File: src/hdl/ctn_pkg.sv
// shared constants, register codes and controller/datapath types
// for the coefficient threshold and norm block; no dependencies
package ctn_pkg;

  localparam int VORTEX_MAX_DEF = 32;
  localparam int FLUX_TERMS     = 3;
  localparam int COEFF_W        = 32;
  localparam int INDEX_W        = 6;
  localparam int RATIO_W        = 16;
  localparam int SUM_W          = 64;
  localparam int ROOT_W         = 32;
  localparam int CFG_IDX_W      = 2;
  localparam int CFG_DATA_W     = 16;

  localparam logic [CFG_IDX_W-1:0] CFG_RATIO       = 2'd0;
  localparam logic [CFG_IDX_W-1:0] CFG_THR_EN      = 2'd1;
  localparam logic [CFG_IDX_W-1:0] CFG_NORM_VORTEX = 2'd2;

  localparam logic [RATIO_W-1:0] RATIO_RST       = '0;
  localparam logic               THR_EN_RST      = 1'b1;
  localparam logic               NORM_VORTEX_RST = 1'b0;

  typedef struct packed {
    logic mem_wr;
    logic max_upd;
    logic sum_clr;
    logic sum_rd;
    logic emit_rd;
    logic root_start;
    logic out_load;
    logic out_last;
    logic frame_clr;
  } ctn_cmd_t;

  typedef struct packed {
    logic pipe_busy;
    logic root_done;
  } ctn_stat_t;

endpackage

File: src/hdl/ctn_ctrl.sv
// controller: load, sum pass, square root wait and emit sequencing
// depends on ctn_pkg
module ctn_ctrl
  import ctn_pkg::*;
#(
  parameter int DEPTH  = FLUX_TERMS + VORTEX_MAX_DEF,
  parameter int ADDR_W = $clog2(FLUX_TERMS + VORTEX_MAX_DEF),
  parameter int CNT_W  = $clog2(FLUX_TERMS + VORTEX_MAX_DEF + 1)
) (
  input  logic              clk,
  input  logic              rst,
  input  logic              in_valid,
  input  logic              in_frame_last,
  output logic              in_ready,
  output logic              out_valid,
  input  logic              out_ready,
  output ctn_cmd_t          cmd,
  input  ctn_stat_t         stat,
  output logic [ADDR_W-1:0] wr_addr,
  output logic [ADDR_W-1:0] rd_addr
);

  typedef enum logic [2:0] {
    S_LOAD,
    S_SUM,
    S_DRAIN,
    S_ROOT,
    S_FETCH,
    S_EMIT
  } state_t;

  state_t            state;
  logic [CNT_W-1:0]  count;
  logic [CNT_W-1:0]  total;
  logic [ADDR_W-1:0] k;

  logic accept;
  logic out_take;
  logic has_room;
  logic last_item;

  assign in_ready  = (state == S_LOAD);
  assign out_valid = (state == S_EMIT);
  assign accept    = in_valid && in_ready;
  assign out_take  = out_valid && out_ready;
  assign has_room  = count < CNT_W'(DEPTH);
  assign last_item = (CNT_W'(k) + CNT_W'(1)) == total;
  assign wr_addr   = count[ADDR_W-1:0];
  assign rd_addr   = (state == S_EMIT) ? k + 1'b1 : k;

  always_comb begin
    cmd            = '0;
    cmd.mem_wr     = accept && has_room;
    cmd.max_upd    = accept && has_room && (count >= CNT_W'(FLUX_TERMS));
    cmd.sum_clr    = accept && in_frame_last;
    cmd.sum_rd     = (state == S_SUM);
    cmd.emit_rd    = ((state == S_ROOT) && stat.root_done)
                     || (out_take && !last_item);
    cmd.root_start = (state == S_DRAIN) && !stat.pipe_busy;
    cmd.out_load   = (state == S_FETCH);
    cmd.out_last   = last_item;
    cmd.frame_clr  = out_take && last_item;
  end

  always_ff @(posedge clk) begin
    if (rst) begin
      state <= S_LOAD;
      count <= '0;
      total <= '0;
      k     <= '0;
    end else begin
      case (state)
        S_LOAD: begin
          if (accept) begin
            if (in_frame_last) begin
              total <= count + CNT_W'(has_room);
              count <= '0;
              k     <= '0;
              state <= S_SUM;
            end else begin
              count <= count + CNT_W'(has_room);
            end
          end
        end
        S_SUM: begin
          if (last_item) begin
            k     <= '0;
            state <= S_DRAIN;
          end else begin
            k <= k + 1'b1;
          end
        end
        S_DRAIN: begin
          if (!stat.pipe_busy) begin
            state <= S_ROOT;
          end
        end
        S_ROOT: begin
          if (stat.root_done) begin
            k     <= '0;
            state <= S_FETCH;
          end
        end
        S_FETCH: begin
          state <= S_EMIT;
        end
        S_EMIT: begin
          if (out_take) begin
            if (last_item) begin
              state <= S_LOAD;
            end else begin
              k     <= k + 1'b1;
              state <= S_FETCH;
            end
          end
        end
        default: begin
          state <= S_LOAD;
        end
      endcase
    end
  end

endmodule

File: config.mk
export PLATFORM = sky130hd
export DESIGN_NAME = ctn_ctrl
export DESIGN_NICKNAME = d
export VERILOG_FILES = /design/src/hdl/ctn_pkg.sv /design/src/hdl/ctn_ctrl.sv
export SDC_FILE = /design/constraint.sdc
export NUM_CORES = 1
export LEC_CHECK = 0
export BUFFER_PORTS_ARGS = -buffer_cell sky130_fd_sc_hd__buf_2
export CORE_AREA = 2 2 49 69
export DETAILED_ROUTE_END_ITERATION = 7
export DIE_AREA = 0 0 51 71
export HOLD_SLACK_MARGIN = 0.02
export PLACE_DENSITY = 0.82
export SKIP_CTS_REPAIR_TIMING = 1
export SYNTH_ARGS = -nofsm -noshare
export SYNTH_HDL_FRONTEND = slang
export SYNTH_SLANG_ARGS = --single-unit
File: constraint.sdc
create_clock -name clk -period 2.3 [get_ports clk]
set_clock_uncertainty 0.2 [all_clocks]
set_input_delay 0.46 -clock clk [delete_from_list [all_inputs] [get_ports clk]]
set_output_delay 0.46 -clock clk [all_outputs]
set_load 0.005 [all_outputs]
==> results_dict.tcl, run 1 <==
set metrics [dict create \
    status "complete, but fails checks" \
    violations "negative setup slack" \
    antenna_cells 0 \
    ys_top_cells_by_area "dfxtp_1 29%, nor2_1 7.6%, xnor2_1 7.4%, xor2_1 3.7%, a21oi_1 3.5%" \
    slew_headroom_pct 71.7 \
    critical_path_class "reg2out" \
    wire_per_inst_um 12.6 \
    clk_latency_ns 0.27 \
    switching_share_pct 29.1 \
    timing.hold.ws_ns 0.283 \
    drive_gt1_share_pct 34.2 \
    worstPathArrival_ns 1.83 \
    dr.pass1.iters 4 \
    reg2reg_from "k[0]" \
    drc_errors 0 \
    r2r_setup_slack_ns 0.20 \
    portBuffers 29 \
    grt_overflow 0 \
    tightest_slew_ns 0.424 \
    critical_path.max_fanout 3 \
    coreArea_mm2 0.00303 \
    max_freq_ghz 0.401 \
    critPathRequiredTime_ns 1.64 \
    p_per_area_mw_per_mm2 444 \
    row_count 24 \
    htreeDepth 1 \
    area_growth_pct 30.9 \
    wirelength_mm 3.28 \
    antenna_left 0 \
    grt_pass1_wl_mm 5.45 \
    cts_tree "built" \
    ys_warn_count 0 \
    ctsRootBufferMaster "clkbuf_8" \
    clockBufferDepth 2 \
    synth.top_cell.area_share_pct 29.4 \
    p_int_uw 588 \
    multi_input_area_um2 996 \
    setup_ws_ns -0.191 \
    instances_no_fill 261 \
    post-dp-hpwl_mm 2.57 \
    startpoint "k[1]" \
    synth.net_count 187 \
    grt_pass1_vias 1282 \
    drt-initial-drc-count 30 \
    synth_seq_area_share_pct 29.4 \
    seq_power_share_pct 46.5 \
    async_flop_share_pct 0 \
    viasPerCell 5.27 \
    r2r-end "k[3]" \
    slew_violations 0 \
    cts_sinks 21 \
    final_cell_mix "29 x nor2_1, 28 x buf_2, 22 x buf_4" \
    min_period_ns 2.49 \
    r2r_cells 8 \
    synthCells 176 \
    hold_viol 0 \
    dieArea_mm2 0.00362 \
    die_x_um 51 \
    p_leak_nw 0.849 \
    mostFrequentLayoutCell "nor2_1" \
    p_sw_uw 241 \
    maxCapViolCount 0 \
    period_share_pct 108 \
    grt_use_total_pct 19.4 \
    seqCellArea_um2 434 \
    num_io_pins 30 \
    globalplace.congestion 0.796 \
    yosys.area.top_type "dfxtp_1" \
    synthFlopType "dfxtp_1" \
    initial_core_util_pct 47.1 \
    synthDistinctLibCells 45 \
    dp_cells 256 \
    die_y_um 71 \
    cp-endpoint "cmd[4]" \
    rsz0062_at_grt "true" \
    cts_inserted_buffers 3 \
    synth.avg_cell_area_um2 8.11 \
    final_nets 234 \
    route.vias.total 1376 \
    clk_pin_slew_ns 0.08 \
    crit_path_end_kind "output port" \
    clkPwrFrac_pct 29.6 \
    power_frac_comb_pct 23.9 \
    antenna_found_initial 0 \
    hp-class "in2reg" \
    synth-edff-count 0 \
    nFillCells 294 \
    startpoint_type "flop" \
    synth_seq_cells 21 \
    synth_area_mm2 0.00143 \
    setup_viol 3 \
    grt_max_degree 22 \
    ir_drop_mv 0.427 \
]
-- worst max-delay path, cell delays in order, from the launching register on --
cell and delay [ns]:
dfxtp_4 0.36, ha_4 0.25, xnor2_2 0.17, nand2_2 0.09, nor4_4 0.26, nand2_2 0.11
inv_2 0.07, o31a_1 0.11, nor2b_1 0.04, buf_2 0.11
-- final cells by class --
cell class / instances / area share, %
Clock buffer: 3 / 2.21
Clock inverter: 1 / 0.268
Inverter: 7 / 1.41
Multi-Input combinational cell: 139 / 53.3
Sequential cell: 21 / 23.2
Tap cell: 39 / 2.61
Timing Repair Buffer: 51 / 16.9
-- synthesized netlist by cell type, types with 3 or more instances --
cell      number
clkbuf_1       5
dfxtp_1       21
a21oi_1       10
nand3_1        5
nor3_1         4
mux2i_1        5
nor3b_1        3
xor2_1         6
ha_1           4
o21ai_0        3
a22oi_1        3
nand2b_1       5
xnor2_1       12
nor2b_1        5
inv_1          6
nor2_1        29
a31oi_1        4
nand2_1       11
-- power by group through the flow --
stage	clock network, mW	registers (mW)	logic (mW)
floorplan	0	0.393	0.121
global placement	0	0.394	0.183
detailed placement	0	0.395	0.184
CTS	0.253	0.387	0.184
global route	0.264	0.387	0.217
finish	0.246	0.386	0.198
-- cell families after synthesis --
| kind of cell | after synthesis | synth area share, % |
|---|---|---|
| AO/OA/AOI/OAI | 37 | 18.9 |
| XOR/XNOR | 20 | 13.3 |
| adder cells (fa/ha/maj) | 4 | 3.51 |
| buffers and inverters | 16 | 5.17 |
| flip-flops | 21 | 29.4 |
| multiplexers | 5 | 3.51 |
| AND/OR/NAND/NOR | 73 | 26.1 |
-- flip-flops by register name, indices dropped and copies added (netlist names) --
| register | cells |
|---|---|
| k | 6 |
| total | 6 |
| wr_addr | 6 |
| state | 3 |
-- how the worst min path moves through the flow --
stage                        start        to  slack (ns)  cells after the start
after floorplan           total[0]  total[0]        0.28                      2
after global placement    total[0]  total[0]        0.30                      2
after detailed placement  total[0]  total[0]        0.31                      2
after CTS                  stat[0]  state[2]        0.28                      3
after global routing       stat[0]  state[2]        0.30                      3
final                      stat[0]  state[2]        0.28                      3
-- per-stage QoR --
step	power, mW	worst slack, ns	setup TNS [ns]	cell area, um^2	util (%)
after floorplan	0.514	0.0197	0	1450	-
after global placement	0.577	0.0581	0	1750	57.8
after detailed placement	0.579	0.0256	0	1750	57.8
after CTS	0.824	-0.275	-0.584	1800	59.4
after global routing	0.868	-0.282	-0.740	1870	61.6
final	0.830	-0.191	-0.459	1870	61.6
-- per-layer routing --
metal  part of all wire (%)  routed length [um]  vias up  track usage (%)
met3                    3.8                 124        5             1.90
met2                     53                1720       35             35.2
li1                       -                   -      705                -
met4                    1.9                  61        0             8.11
met1                     42                1370      631             22.6
met5                      0                   0        -                0
Power figures use the tool's default switching activity.
==> run 2, diff against run 1 <==
- GPL_TIMING_DRIVEN: not set -> 0
- clock period: 2.3 -> 2.1 ns (I/O delays scaled with it)
==> run 2 against run 1 <==
Compared with the run above:
- critical path depth is the same
- first-iteration DRC count increased by 40%
- the flow still finishes with violations (negative setup slack)
- die area did not move
- largest power group unchanged
- critical endpoint unchanged
- sequential share of layout area fell by 1.7 points
- cell count increased by 3.4%
- register-to-register slack lost 0.26 ns
- critical path type unchanged
==> results_dict.tcl, run 2 (synthesis gave the netlist of run 1 again) <==
set metrics [dict create \
    drc_errors 0 \
    cts_sinks 21 \
    startpoint_type "flop" \
    grt_max_degree 13 \
    coreArea_mm2 0.00303 \
    slew_violations 0 \
    hold_path.startpoint "in_valid" \
    dr.pass1.iters 4 \
    antenna_cells 0 \
    grt_pass1_wl_mm 4.95 \
    die_y_um 71 \
    wirelength_mm 3.73 \
    drive_gt1_share_pct 42.9 \
    ir_drop_mv 0.463 \
    r2r_setup_slack_ns -0.06 \
    tightest_slew_ns 0.479 \
    rsz0062_at_grt "true" \
    row_count 24 \
    grt_use_total_pct 17.5 \
    final_cell_mix "29 x buf_2, 27 x nor2_1, 23 x buf_4" \
    die_x_um 51 \
    hp-class "in2reg" \
    portBuffers 29 \
    area_growth_pct 44.3 \
    viasPerCell 5.46 \
    grt_overflow 0 \
    clk_latency_ns 0.27 \
    place_area_mm2 0.00165 \
    ctsRootBufferMaster "clkbuf_8" \
    wire_per_inst_um 13.8 \
    p_per_area_mw_per_mm2 477 \
    r2r-end "k[4]" \
    cts_tree "built" \
    final_nets 243 \
    num_io_pins 30 \
    clockBufferDepth 2 \
    critPathRequiredTime_ns 1.48 \
    hold_viol 0 \
    power_uw 982 \
    max_freq_ghz 0.385 \
    post-dp-hpwl_mm 2.31 \
    htreeDepth 1 \
    min_period_ns 2.60 \
    drt-initial-drc-count 42 \
    antenna_found_initial 0 \
    setup_ws_ns -0.500 \
    period_share_pct 124 \
    initial_core_util_pct 47.1 \
    whs_endpoint "wr_addr[2]" \
    layout.core_utilization_pct 67.9 \
    mostFrequentLayoutCell "buf_2" \
    clk_pin_slew_ns 0.08 \
    p_leak_nw 0.922 \
    grt_pass1_vias 1208 \
    antenna_left 0 \
    route.vias.total 1473 \
    setup_viol 9 \
    finalSetupTns_ns -1.53 \
    holdPathStages 3 \
    stdcell_area_mm2 0.00206 \
    violations "negative setup slack" \
    status "complete, but fails checks" \
    maxCapViolCount 0 \
    slew_headroom_pct 68.1 \
    crit_path_end_kind "output port" \
    post-place-ws_ns -0.420 \
    critical_path.max_fanout 5 \
    r2r_cells 8 \
    cts_inserted_buffers 3 \
    worstPathArrival_ns 1.98 \
    dieArea_mm2 0.00362 \
    reg2reg_from "k[0]" \
    critical_path_class "reg2out" \
    globalplace.congestion 0.815 \
]
==> run 2: cell count changes in the layout (fill, tap and decap cells not counted), moves of 3 or more <==
cell / before / now
buf_6: 1 / 5
clkbuf_1: 0 / 3
dfxtp_1: 16 / 11
dfxtp_2: 2 / 6
==> run 2: worst max-delay path by stage <==
| stage | cells after the start | slack [ns] | endpoint | from |
|---|---|---|---|---|
| after floorplan | 8 | -0.12 | cmd[4] | k[0] |
| after global placement | 9 | -0.41 | cmd[4] | k[0] |
| after detailed placement | 9 | -0.42 | cmd[4] | k[0] |
| after CTS | 9 | -0.73 | cmd[4] | k[0] |
| after global routing | 9 | -0.56 | cmd[4] | k[0] |
| final | 9 | -0.50 | cmd[4] | k[0] |
==> run 2: report_power, final <==
group          total, mW  internal [mW]  switching, mW
logic              0.281          0.144          0.137
registers          0.424          0.408         0.0163
clock network      0.276          0.133          0.143
==> run 2: area by class of cell <==
class | instances | area, um^2
plain buffers | 9 | 68.8
clock buffers | 3 | 41.3
clock inverters | 1 | 5.00
fillers | 240 | 972
inverters | 7 | 31.3
multi-input cells | 139 | 1110
flip-flops and latches | 21 | 443
well taps | 39 | 48.8
repair buffers | 51 | 317
==> run 2: stage by stage <==
step / hold slack (ns) / cells
finish: 0.254 / 270
global route: 0.272 / 270
CTS: 0.247 / 248
detailed placement: 0.311 / 244
global placement: 0.296 / 244
floorplan: 0.281 / 176
==> run 2: critical path, stage by stage (launching register included) <==
cell and delay [ns]:
dfxtp_4 0.37, ha_4 0.19, xnor2_4 0.13, xnor2_2 0.15, nor4_4 0.35, nand2_2 0.15
inv_4 0.08, o31a_1 0.11, nor2b_1 0.04, buf_2 0.12
==> run 2: routing by layer <==
metal  global-route usage (%)  share of wire [%]  wire [um]  vias to the layer above
li1                         -                  -          -                      726
met1                     21.0                 43       1590                      702
met2                     30.2                 52       1950                       40
met3                     1.05                3.3        122                        5
met4                     10.2                1.9         72                        0
met5                        0                  0          0                        -
==> run 3, diff against run 2 <==
- GPL_TIMING_DRIVEN: 0 -> not set
- RECOVER_POWER: not set -> 50
==> run 3 against run 2 <==
Compared with the run above:
- the flow still finishes with violations (negative setup slack)
- cell count stayed put
- utilization fell by 0.91 points
- cell area down 1.3%
==> results_dict.tcl, run 3 (synthesis gave the netlist of run 1 again) <==
set metrics [dict create \
    met2_usage_pct 35.8 \
    critical_path_class "reg2out" \
    wire_per_inst_um 13.5 \
    cts_tree "built" \
    drc_errors 0 \
    grt_pass1_wl_mm 5.71 \
    cts_inserted_buffers 3 \
    slew_violations 0 \
    period_share_pct 117 \
    critical_path.max_fanout 3 \
    startpoint_type "flop" \
    p_per_area_mw_per_mm2 460 \
    area_growth_pct 42.4 \
    setup_viol 3 \
    post-place-ws_ns -0.109 \
    slew_headroom_pct 70.9 \
    status "complete, but fails checks" \
    drive_gt1_share_pct 44.2 \
    clkPwrFrac_pct 27.6 \
    cts_sinks 21 \
    final_nets 243 \
    clk_pin_slew_ns 0.07 \
    tightest_slew_ns 0.437 \
    die_x_um 51 \
    worstPathArrival_ns 1.83 \
    viasPerCell 5.39 \
    dieArea_mm2 0.00362 \
    layout.core_utilization_pct 67.0 \
    drt-initial-drc-count 35 \
    dp_cells 262 \
    grt.busiest_layer "met2" \
    maxCapViolCount 0 \
    slowest_stage "dfxtp_4" \
    grtUsageMet1_pct 23.1 \
    nFillCells 238 \
    cpPeakStageDelay_ns 0.36 \
    hold_viol 0 \
    ctsRootBufferMaster "clkbuf_8" \
    critPathRequiredTime_ns 1.48 \
    max_freq_ghz 0.408 \
    ir_drop_mv 0.479 \
    switching_share_pct 28.7 \
    crit_chain "ha_4, xnor2_2, nand2_2, nor4_4, nand2_2, clkinv_2, o31a_1, nor2b_1, buf_2" \
    grt_use_total_pct 20.6 \
    p_leak_nw 0.914 \
    post-dp-hpwl_mm 2.70 \
    setup_ws_ns -0.351 \
    grt_overflow 0 \
    p_sw_uw 268 \
    die_y_um 71 \
    antenna_left 0 \
    dr.pass1.iters 4 \
    hp-class "in2reg" \
    final_cell_mix "29 x buf_4, 28 x buf_2, 25 x nor2_1" \
    antenna_found_initial 0 \
    instances_no_fill 270 \
    crit_path_end_kind "output port" \
    crit_family "simple AND/OR/NAND/NOR gates" \
    p_int_uw 666 \
    finalSetupTns_ns -0.915 \
    grt_max_degree 22 \
    timing.hold.ws_ns 0.273 \
    num_io_pins 30 \
    globalplace.congestion 0.825 \
    seq_power_share_pct 45.3 \
    clockBufferDepth 2 \
    wirelength_mm 3.63 \
    violations "negative setup slack" \
    min_period_ns 2.45 \
    cpMostUsedCell "nand2_2" \
    row_count 24 \
    grtUsageMet3_pct 3.38 \
    mostFrequentLayoutCell "buf_4" \
    crit_buf_inv 2 \
    power_frac_comb_pct 27.1 \
    antenna_cells 0 \
    clk_latency_ns 0.25 \
    initial_core_util_pct 47.1 \
    htreeDepth 1 \
    rsz0062_at_grt "true" \
    coreArea_mm2 0.00303 \
    grt_pass1_vias 1363 \
    portBuffers 29 \
    route.vias.total 1455 \
]
## run 3: layout make-up
type                    count  area [um^2]  area share, %
well taps                  39         48.8           2.40
multi-input cells         139         1080           53.1
flip-flops and latches     21          439           21.6
clock buffers               3         41.3           2.03
clock inverters             1         5.00          0.246
repair buffers             60          392           19.3
inverters                   7         27.5           1.35
## run 3: stage by stage
step	total power, mW	instance area (um^2)
6_report	0.934	2030
5_1_grt	0.991	2030
4_1_cts	0.907	1850
3_5_place_dp	0.647	1810
3_3_place_gp	0.643	1810
2_1_floorplan	0.565	1460
## run 3: power by group through the flow
stage	registers, mW	clock network [mW]	logic, mW
finish	0.423	0.258	0.253
global route	0.425	0.290	0.277
CTS	0.422	0.269	0.217
detailed placement	0.431	0	0.216
global placement	0.431	0	0.212
floorplan	0.430	0	0.135
## run 3: path summary, 6_finish.rpt
kind	startpoint	end	slack [ns]	cells after the start
worst max register to register	k[0]	k[3]	0	8
worst min register to register	wr_addr[0]	wr_addr[0]	0.31	2
worst max-delay path	k[0]	cmd[4]	-0.35	9
worst min-delay path	in_valid	wr_addr[2]	0.27	3
## run 3: worst min-delay path: cells and delay by family
family          cells  cell delay (ns)
compound gates      1             0.06
buf+inv             1             0.12
simple gates        1             0.08
## run 3: metal layers
metal / vias up / wire length, um
met5: - / 0
met4: 0 / 77
met3: 6 / 130
met2: 43 / 1980
met1: 685 / 1440
li1: 721 / -
